### src/rtl/tccur_pkg.sv
// Package for the text console cursor engine.
// Holds the sizes, operation and character codes and the sweep unit types.
// No dependencies.
package tccur_pkg;

    localparam int MaxColumns = 32;
    localparam int MaxRows    = 24;
    localparam int ColW       = $clog2(MaxColumns);
    localparam int RowW       = $clog2(MaxRows);
    localparam int CurColW    = $clog2(MaxColumns + 1);
    localparam int AddrW      = RowW + ColW;
    localparam int Depth      = MaxColumns * MaxRows;
    localparam int CellW      = 16;

    localparam logic [1:0] OpPutChar = 2'd0;
    localparam logic [1:0] OpSetCell = 2'd1;
    localparam logic [1:0] OpFill    = 2'd2;
    localparam logic [1:0] OpReadCell = 2'd3;

    localparam logic [1:0] CfgColumns = 2'd0;
    localparam logic [1:0] CfgRows    = 2'd1;
    localparam logic [1:0] CfgRolling = 2'd2;

    localparam logic [7:0] CodeTab   = 8'd9;
    localparam logic [7:0] CodeNl    = 8'd10;
    localparam logic [7:0] CodeVt    = 8'd11;
    localparam logic [7:0] CodeCr    = 8'd13;
    localparam logic [7:0] CodeSpace = 8'd32;

    // Command to the sweep unit: walk rows row_first..row_end-1, columns 0..col_end-1.
    typedef struct packed {
        logic                 start;
        logic [RowW-1:0]      row_first;
        logic [RowW-1:0]      row_end;
        logic [CurColW-1:0]   col_end;
    } t_sweep_cmd;

    typedef struct packed {
        logic                 busy;
        logic                 last;
        logic [RowW-1:0]      row;
        logic [ColW-1:0]      col;
    } t_sweep_pos;

endpackage

### src/rtl/tccur_sweep.sv
// Shared address sweep unit: steps one cell per cycle across a rectangle of rows.
// Used for the clearing pass, fill and both scroll phases. Depends on tccur_pkg.
module tccur_sweep (
    input  logic                    i_clk,
    input  logic                    i_rst_n,
    input  tccur_pkg::t_sweep_cmd   i_cmd,
    output tccur_pkg::t_sweep_pos   o_pos
);

    logic                              r_busy;
    logic [tccur_pkg::RowW-1:0]        r_row;
    logic [tccur_pkg::ColW-1:0]        r_col;
    logic [tccur_pkg::RowW-1:0]        r_row_end;
    logic [tccur_pkg::CurColW-1:0]     r_col_end;
    logic                              col_last;
    logic                              row_last;

    assign col_last = ({1'b0, r_col} + tccur_pkg::CurColW'(1)) == r_col_end;
    assign row_last = (r_row + tccur_pkg::RowW'(1)) == r_row_end;

    always_ff @(posedge i_clk) begin
        if (!i_rst_n) begin
            r_busy <= 1'b0;
        end else if (i_cmd.start) begin
            r_busy <= 1'b1;
        end else if (r_busy && col_last && row_last) begin
            r_busy <= 1'b0;
        end
    end

    always_ff @(posedge i_clk) begin
        if (i_cmd.start) begin
            r_row     <= i_cmd.row_first;
            r_col     <= '0;
            r_row_end <= i_cmd.row_end;
            r_col_end <= i_cmd.col_end;
        end else if (r_busy) begin
            if (col_last) begin
                r_col <= '0;
                r_row <= r_row + tccur_pkg::RowW'(1);
            end else begin
                r_col <= r_col + tccur_pkg::ColW'(1);
            end
        end
    end

    assign o_pos.busy = r_busy;
    assign o_pos.last = r_busy && col_last && row_last;
    assign o_pos.row  = r_row;
    assign o_pos.col  = r_col;

endmodule

### config.mk
export PLATFORM = sky130hd
export DESIGN_NAME = tccur_sweep
export DESIGN_NICKNAME = d
export VERILOG_FILES = /design/src/rtl/tccur_pkg.sv /design/src/rtl/tccur_sweep.sv
export SDC_FILE = /design/constraint.sdc
export NUM_CORES = 1
export LEC_CHECK = 0
export BUFFER_PORTS_ARGS = -buffer_cell sky130_fd_sc_hd__clkbuf_2
export CAP_MARGIN = 20
export CORE_UTILIZATION = 45
export CTS_BUF_LIST = sky130_fd_sc_hd__clkbuf_2
export DETAILED_ROUTE_END_ITERATION = 8
export PLACE_DENSITY = 0.67
export REMOVE_ABC_BUFFERS = 1
export SETUP_SLACK_MARGIN = 0.5
export SYNTH_ARGS = -nofsm -noshare
export SYNTH_HDL_FRONTEND = slang
export SYNTH_SLANG_ARGS = --single-unit
### constraint.sdc
create_clock -name i_clk -period 2.4 [get_ports i_clk]
set_clock_uncertainty 0.1 [all_clocks]
set_input_delay 0.48 -clock i_clk [delete_from_list [all_inputs] [get_ports i_clk]]
set_output_delay 0.48 -clock i_clk [all_outputs]
set_load 0.005 [all_outputs]
==> flow_metrics.py, run 1 <==
metrics = {
    "yosys": {
        "yosys-top-cells-area": "edfxtp_1, dfxtp_1, xnor2_1, xor2_1, mux2_2",
        "synth_cell_types": 38,
        "ys_ff_latch": 22,
        "synth_top_area_share": 0.431,
        "synth_top_cells_by_count": "edfxtp_1, dfxtp_1",
        "synth_area_um2": 1110,
        "ys.warnings.count": 0,
        "async_reset_ff_frac": 0,
        "synth-edff-count": 16,
        "synthFlopType": "edfxtp_1",
        "avgSynthCellArea_um2": 12.0,
        "synth_top_area_cell": "edfxtp_1",
        "netlist_instances": 93,
        "synth.most_common_cell": "edfxtp_1",
        "synth_seq_area_share": 0.539,
    },
    "clock_tree": {
        "clkLatencyLatePin_ns": 0.34,
        "cts.sinks": 22,
        "h-tree-depth": 1,
        "numCtsBuffers": 3,
        "cts_tree": "built",
        "clk_path_buf_depth": 2,
        "clk_pin_slew_ns": 0.23,
        "root_buffer": "clkbuf_2",
        "ctsHoldBuffers": 0,
    },
    "finish": {
        "final_core_util": 0.639,
        "nNetsFinal": 155,
        "drive_gt1_frac": 0.489,
        "fin_cells": 161,
        "area_growth_pct": 30.4,
        "insertedDiodeCount": 0,
        "fillers": 190,
    },
    "critical_path": {
        "critPathRequiredTime_ns": 1.82,
        "slowest_stage": "edfxtp_1",
        "cp.depth": 7,
        "crit_end": "o_pos[10]",
        "path_delay_family": "flip-flops",
        "crit_chain": "ha_2 -> xor2_2 -> xnor2_2 -> nand4_1 -> nor2_1 -> and3_1 -> clkbuf_2",
        "critPathLaunch": "r_row[0]$_DFFE_PP_",
        "critPathKind": "register to primary output",
        "max_stage_delay_ns": 0.46,
        "crit_path_end_kind": "primary output",
        "rr_worst_depth": 7,
        "crit_buf_inv": 1,
        "reg2reg_to": "r_col[4]$_SDFFE_PP0P_",
        "r2r-start": "r_col[1]$_SDFFE_PP0P_",
        "r2r_setup_slack_ns": 0.41,
        "cp_max_fo": 2,
        "cp-start-kind": "register",
        "cp.arrival_ns": 1.91,
    },
    "drt": {
        "wire_per_inst_um": 14.0,
        "ant_nets": 0,
        "vias": 856,
        "wl_um": 2260,
        "drc": 0,
        "drt_pass1_iterations": 4,
        "viasPerCell": 5.32,
        "drt-initial-drc-count": 15,
    },
    "sta": {
        "final-hold-violation-count": 0,
        "slew_viol_final": 0,
        "layout_setup_ws_ns": -0.0869,
        "worst_pin_slew_ns": 0.585,
        "period_share": 1.04,
        "period_needed_ns": 2.49,
        "slew_headroom": 0.610,
        "fin_hold_ws_ns": 0.194,
        "fmax_mhz": 402,
        "finalSetupViolations": 1,
        "rsz0062_at_grt": "yes",
    },
    "power": {
        "vdd_ir_drop_max_mv": 0.381,
        "pwr_density_cell_nw_per_um2": 536,
        "power_leakage_nw": 0.618,
    },
    "die": {
        "start_util": 0.490,
        "die_w_um": 51.8,
        "core_um2": 2280,
        "dieArea_um2": 2680,
        "row_count": 17,
        "ios": 31,
        "die_h_um": 51.8,
    },
    "global_routing": {
        "grt.total_usage": 0.180,
        "first_global_vias": 789,
        "gr-total-overflow": 0,
        "grt_max_degree": 28,
        "grt_pass1_wl_um": 3430,
        "antenna_found_initial": 0,
    },
    "status": {
        "status": "finished, violations left",
        "violations": "negative setup slack",
    },
    "placement": {
        "dpl.hpwl_um": 1460,
        "portBuffers": 30,
        "dp_cells": 149,
        "dp_slack_ns": 0.125,
        "gp_congestion": 0.885,
    },
    "min_path": {
        "hp-class": "primary input to register",
    },
    "job": {
        "drv_cap": 0,
    },
}
==> cells in the final DEF (no fill, tap or decap), drive strengths merged, types with 5 or more instances in the layout <==
cell and count:
dfxtp 6, xnor2 5, edfxtp 16, xor2 5
nand3 5, clkbuf 34, buf 11, nor2 5
==> where the power goes <==
part / internal [mW] / switching [mW]
combinational: 0.0899 / 0.0640
sequential: 0.440 / 0.0265
clock: 0.0441 / 0.114
==> sequential cells by signal, indices dropped and copies added (netlist names) <==
name,flops
r_busy,1
r_col,5
r_col_end,6
r_row,5
r_row_end,5
==> cell type report <==
| class | count | area (um^2) | share of cell area |
|---|---|---|---|
| clock buffer | 4 | 20.0 | 0.0138 |
| inverter | 3 | 11.3 | 0.00775 |
| multi-input combinational | 63 | 532 | 0.366 |
| timing repair buffer | 41 | 245 | 0.169 |
| sequential | 22 | 611 | 0.420 |
| tap | 28 | 35.0 | 0.0241 |
==> stage by stage <==
stage	area [um^2]	setup TNS, ns	total power, mW
2_1_floorplan	1090	0	0.538
6_report	1450	-0.0869	0.779
4_1_cts	1420	-0.0590	0.771
3_3_place_gp	1300	0	0.585
5_1_grt	1450	-0.209	0.818
3_5_place_dp	1300	0	0.590
==> worst reg2reg max path: cells and delay by family (launching register included) <==
kind            cells  cell delay (ns)
buf+inv             1             0.17
simple gates        1             0.15
compound gates      4             0.89
fa+ha+maj           1             0.18
flops               1             0.41
==> cell families after synthesis <==
| kind of cell | share of synthesized area |
|---|---|
| AO/OA/AOI/OAI | 0.109 |
| XOR/XNOR | 0.0999 |
| adder cells (fa/ha/maj) | 0.0224 |
| buffers and inverters | 0.0337 |
| flip-flops | 0.539 |
| multiplexers | 0.0483 |
| AND/OR/NAND/NOR | 0.148 |
==> how the worst min path moves through the flow <==
stage,start,end,depth (start not counted)
finish,i_cmd[8],r_row_end[2]$_DFFE_PP_,1
global route,i_cmd[9],r_row_end[3]$_DFFE_PP_,1
CTS,i_cmd[8],r_row_end[2]$_DFFE_PP_,1
detailed placement,r_col[1]$_SDFFE_PP0P_,r_col[1]$_SDFFE_PP0P_,2
global placement,r_col[1]$_SDFFE_PP0P_,r_col[1]$_SDFFE_PP0P_,2
floorplan,r_col[1]$_SDFFE_PP0P_,r_col[1]$_SDFFE_PP0P_,2
==> routing by layer <==
metal	GRT usage	wire length, um
met1	0.231	1030
met2	0.284	1090
met3	0.0351	72
met4	0.104	61
met5	0	0
==> what timing repair did <==
action / in CTS / in global routing
setup buffers: 6 / 2
endpoints found under the hold margin: 0 / 0
endpoints found under the setup margin: 11 / 10
resized for setup: 11 / 5
pin swaps: 5 / 1
(Power assumes the default switching activity.)
==> inputs of run 2 (changes only) <==
Settings changed: TNS_END_PERCENT set to 30.
==> run 2 against run 1 <==
Compared with the run above:
- highest routed layer unchanged
- the flow still finishes with violations (negative setup slack)
- clock power hardly changed
- largest power group unchanged
- die area stayed put
- design area did not move
- global-route usage is the same
- first-iteration DRC count unchanged
==> flow_metrics.py, run 2 (synthesized netlist as in run 1, its figures left out) <==
metrics = {
    "sta": {
        "slew_viol_final": 0,
        "period_share": 1.04,
        "fin_hold_ws_ns": 0.194,
        "period_needed_ns": 2.49,
        "worst_pin_slew_ns": 0.585,
        "final-hold-violation-count": 0,
        "fin_tns_setup_ns": -0.0869,
        "fmax_mhz": 402,
        "layout_setup_ws_ns": -0.0869,
        "rsz0062_at_grt": "yes",
        "finalSetupViolations": 1,
        "slew_headroom": 0.610,
    },
    "global_routing": {
        "first_global_vias": 789,
        "grt_max_degree": 28,
        "grt.total_usage": 0.180,
        "grt_pass1_wl_um": 3430,
        "gr-total-overflow": 0,
        "antenna_found_initial": 0,
    },
    "die": {
        "dieArea_um2": 2680,
        "row_count": 17,
        "core_um2": 2280,
        "start_util": 0.490,
        "die_h_um": 51.8,
        "ios": 31,
        "die_w_um": 51.8,
    },
    "finish": {
        "layout_common_cells": "clkbuf_2, edfxtp_1, buf_4",
        "top_register": "r_col_end",
        "largest_reg_flops": 6,
        "drive_gt1_frac": 0.489,
        "insertedDiodeCount": 0,
        "final_common_cell": "clkbuf_2",
        "area_growth_pct": 30.4,
        "nNetsFinal": 155,
    },
    "clock_tree": {
        "ctsHoldBuffers": 0,
        "numCtsBuffers": 3,
        "root_buffer": "clkbuf_2",
        "clkLatencyLatePin_ns": 0.34,
        "cts.sinks": 22,
        "cts_tree": "built",
        "h-tree-depth": 1,
        "clk_path_buf_depth": 2,
        "clk_pin_slew_ns": 0.23,
    },
    "drt": {
        "drt-initial-drc-count": 15,
        "viasPerCell": 5.32,
        "ant_nets": 0,
        "drt_pass1_iterations": 4,
        "wire_per_inst_um": 14.0,
        "vias": 856,
        "wl_um": 2260,
        "drc": 0,
    },
    "power": {
        "power_leakage_nw": 0.618,
        "pwr_density_cell_nw_per_um2": 536,
        "vdd_ir_drop_max_mv": 0.381,
    },
    "critical_path": {
        "cp-start-kind": "register",
        "critPathRequiredTime_ns": 1.82,
        "crit_path_end_kind": "primary output",
        "cp.arrival_ns": 1.91,
        "critPathKind": "register to primary output",
        "cp_max_fo": 2,
    },
    "min_path": {
        "hp-class": "primary input to register",
    },
    "placement": {
        "dpl.hpwl_um": 1460,
        "portBuffers": 30,
        "gp_congestion": 0.885,
    },
    "status": {
        "violations": "negative setup slack",
        "status": "finished, violations left",
    },
    "job": {
        "drv_cap": 0,
    },
}
## run 2: cell counts in the layout (fill, tap and decap cells not counted)
Identical to the previous run, type by type.
## run 2: worst max-delay path, stage by stage (launching register included)
cell      delay (ns)
edfxtp_1        0.46
ha_2            0.23
xor2_2          0.21
xnor2_2         0.13
nand4_1         0.15
nor2_1          0.11
and3_1          0.16
clkbuf_2        0.11
## run 2: cell type report
cell class,count,area [um^2]
fillers,190,822
flip-flops and latches,22,611
well taps,28,35.0
repair buffers,41,245
multi-input cells,63,532
clock buffers,4,20.0
inverters,3,11.3
## run 2: repair_timing
action                     in CTS  in global routing
gates resized for setup        11                  5
setup buffers                   6                  2
pin swaps                       5                  1
setup endpoints to repair      11                 10
cloned                          0                  0
## run 2: final timing paths
path / end / from / cells past startpoint / slack [ns]
hold / removal: r_row_end[2]$_DFFE_PP_ / i_cmd[8] / 1 / 0.19
setup / recovery: o_pos[10] / r_row[0]$_DFFE_PP_ / 7 / -0.09
setup reg to reg: r_col[4]$_SDFFE_PP0P_ / r_col[1]$_SDFFE_PP0P_ / 7 / 0.41
hold reg to reg: r_col[4]$_SDFFE_PP0P_ / r_col[4]$_SDFFE_PP0P_ / 2 / 0.48
## run 2: through the flow
stage                util  std cells  instance area [um^2]  worst slack, ns  power (mW)
finish              0.639        161                  1450          -0.0869       0.779
global route        0.639        161                  1450           -0.209       0.818
CTS                 0.625        159                  1420          -0.0590       0.771
detailed placement  0.570        149                  1300            0.125       0.590
global placement    0.570        149                  1300            0.203       0.585
floorplan               -         88                  1090            0.235       0.538
## run 2: per-layer routing
metal  track usage  vias to the layer above  part of all wire
met5             0                        -                 0
met4         0.104                        0             0.027
met3        0.0351                        6             0.032
met2         0.284                       23              0.48
met1         0.231                      403              0.46
li1              -                      424                 -
## run 2: report_power, final
part	internal [mW]	leakage, nW	switching, mW
Combinational	0.0899	0.393	0.0640
Clock	0.0441	0.0166	0.114
Sequential	0.440	0.208	0.0265
Total	0.574	0.618	0.205
==> inputs of run 3 (changes only) <==
Settings changed: CORE_UTILIZATION 45 to 53, PLACE_DENSITY 0.67 to 0.78.
==> run 3 against run 2 <==
Compared with the run above:
- the flow still finishes with violations (negative setup slack)
- power decreased by 2.0%
- sequential power increased by 0.9%
- design area decreased by 2.2%
- critical path depth unchanged
- fmax increased by 0.99%
- via count increased by 3.3%
- core utilization increased by 8.6 points
- flip-flop and latch count unchanged
- count of clock-buffer cells in the layout decreased by 1
==> flow_metrics.py, run 3 (synthesized netlist as in run 1, its figures left out) <==
metrics = {
    "status": {
        "status": "finished, violations left",
        "violations": "negative setup slack",
    },
    "finish": {
        "largest_reg_flops": 6,
        "fin_cells": 155,
        "final_common_cell": "clkbuf_2",
        "top_register": "r_col_end",
        "drive_gt1_frac": 0.453,
        "layout_common_cells": "clkbuf_2, edfxtp_1, buf_4",
        "nNetsFinal": 150,
        "seq_area_um2": 609,
        "fillers": 140,
        "fin_area_um2": 1420,
        "insertedDiodeCount": 0,
        "multi_input_area_um2": 554,
        "final_core_util": 0.725,
        "area_growth_pct": 27.6,
    },
    "sta": {
        "worst_pin_slew_ns": 0.563,
        "final-hold-violation-count": 0,
        "period_needed_ns": 2.46,
        "slew_headroom": 0.625,
        "fin_hold_ws_ns": 0.208,
        "fmax_mhz": 406,
        "fin_tns_setup_ns": -0.0625,
        "layout_setup_ws_ns": -0.0625,
        "slew_viol_final": 0,
        "rsz0062_at_grt": "yes",
        "period_share": 1.03,
        "finalSetupViolations": 1,
    },
    "global_routing": {
        "grt_pass1_wl_um": 3330,
        "gr-total-overflow": 0,
        "first_global_vias": 814,
        "grt_max_degree": 28,
        "grt.total_usage": 0.219,
        "antenna_found_initial": 0,
    },
    "clock_tree": {
        "h-tree-depth": 1,
        "root_buffer": "clkbuf_2",
        "clk_pin_slew_ns": 0.20,
        "cts.sinks": 22,
        "cts_tree": "built",
        "clk_path_buf_depth": 2,
        "clkLatencyLatePin_ns": 0.33,
        "numCtsBuffers": 3,
    },
    "job": {
        "drv_cap": 0,
    },
    "power": {
        "pwr_density_cell_nw_per_um2": 536,
        "net-switching-power_uw": 204,
        "intPower_uw": 558,
        "p_seq_frac": 0.616,
        "power_leakage_nw": 0.592,
        "design_power_total_uw": 763,
        "combinationalPowerShare": 0.193,
        "swShare": 0.268,
        "clkPwrFrac": 0.191,
        "vdd_ir_drop_max_mv": 0.410,
    },
    "placement": {
        "dp_slack_ns": 0.167,
        "dpl.hpwl_um": 1480,
        "place_area_um2": 1290,
        "portBuffers": 30,
        "gp_congestion": 0.770,
        "dp_cells": 147,
    },
    "critical_path": {
        "critPathLaunch": "r_row[0]$_DFFE_PP_",
        "r2r-start": "r_col[0]$_SDFFE_PP0P_",
        "critPathRequiredTime_ns": 1.82,
        "cp_max_fo": 4,
        "critPathKind": "register to primary output",
        "cp-start-kind": "register",
        "cp.arrival_ns": 1.88,
        "crit_path_end_kind": "primary output",
    },
    "die": {
        "ios": 31,
        "die_w_um": 47.9,
        "start_util": 0.568,
        "dieArea_um2": 2290,
        "row_count": 16,
        "die_h_um": 47.9,
        "core_um2": 1960,
    },
    "min_path": {
        "worstHoldStart": "i_cmd[0]",
        "hp-class": "primary input to register",
    },
    "drt": {
        "wire_per_inst_um": 15.1,
        "drt_pass1_iterations": 4,
        "vias": 884,
        "ant_nets": 0,
        "wl_um": 2340,
        "drc": 0,
        "viasPerCell": 5.70,
        "drt-initial-drc-count": 35,
    },
}
-- run 3: metal layers --
metal	GRT usage	up-vias	part of all wire
met1	0.257	425	0.41
met4	0.0944	0	0
met5	0	-	0
met2	0.384	42	0.54
li1	-	417	-
met3	0.0453	0	0.049
-- run 3: path summary, 6_finish.rpt --
check	endpoint	slack (ns)	cells past startpoint
max reg2reg	r_col[4]$_SDFFE_PP0P_	0.37	7
min reg2reg	r_col[0]$_SDFFE_PP0P_	0.51	2
max	o_pos[10]	-0.06	7
min	r_col_end[0]$_DFFE_PP_	0.21	1
-- run 3: final cells by class --
cell class,count,area share
Clock buffer,3,0.0106
Clock inverter,1,0.00264
Inverter,3,0.00792
Multi-Input combinational cell,63,0.390
Sequential cell,22,0.428
Tap cell,27,0.0237
Timing Repair Buffer,36,0.137
-- run 3: power by group through the flow --
| stage | Combinational [mW] | Sequential, mW | Clock (mW) |
|---|---|---|---|
| 2_1_floorplan | 0.0685 | 0.470 | 0 |
| 3_3_place_gp | 0.111 | 0.472 | 0 |
| 3_5_place_dp | 0.114 | 0.474 | 0 |
| 4_1_cts | 0.134 | 0.465 | 0.148 |
| 5_1_grt | 0.162 | 0.473 | 0.167 |
| 6_report | 0.148 | 0.470 | 0.146 |
-- run 3: what timing repair did --
item,in CTS,in global routing
setup buffers,4,0
gates cloned,0,0
setup endpoints to repair,9,9
hold buffers,0,0
hold endpoints to repair,0,0
gates resized for setup,11,6
pin swaps,6,1
-- run 3: critical path, cell delays in order, from the launching register on --
cell and delay (ns):
edfxtp_1 0.48, buf_4 0.18, nand3_1 0.14, xor3_1 0.26, nand4_1 0.15, nor2_1 0.05, and3_1 0.18, buf_2 0.12
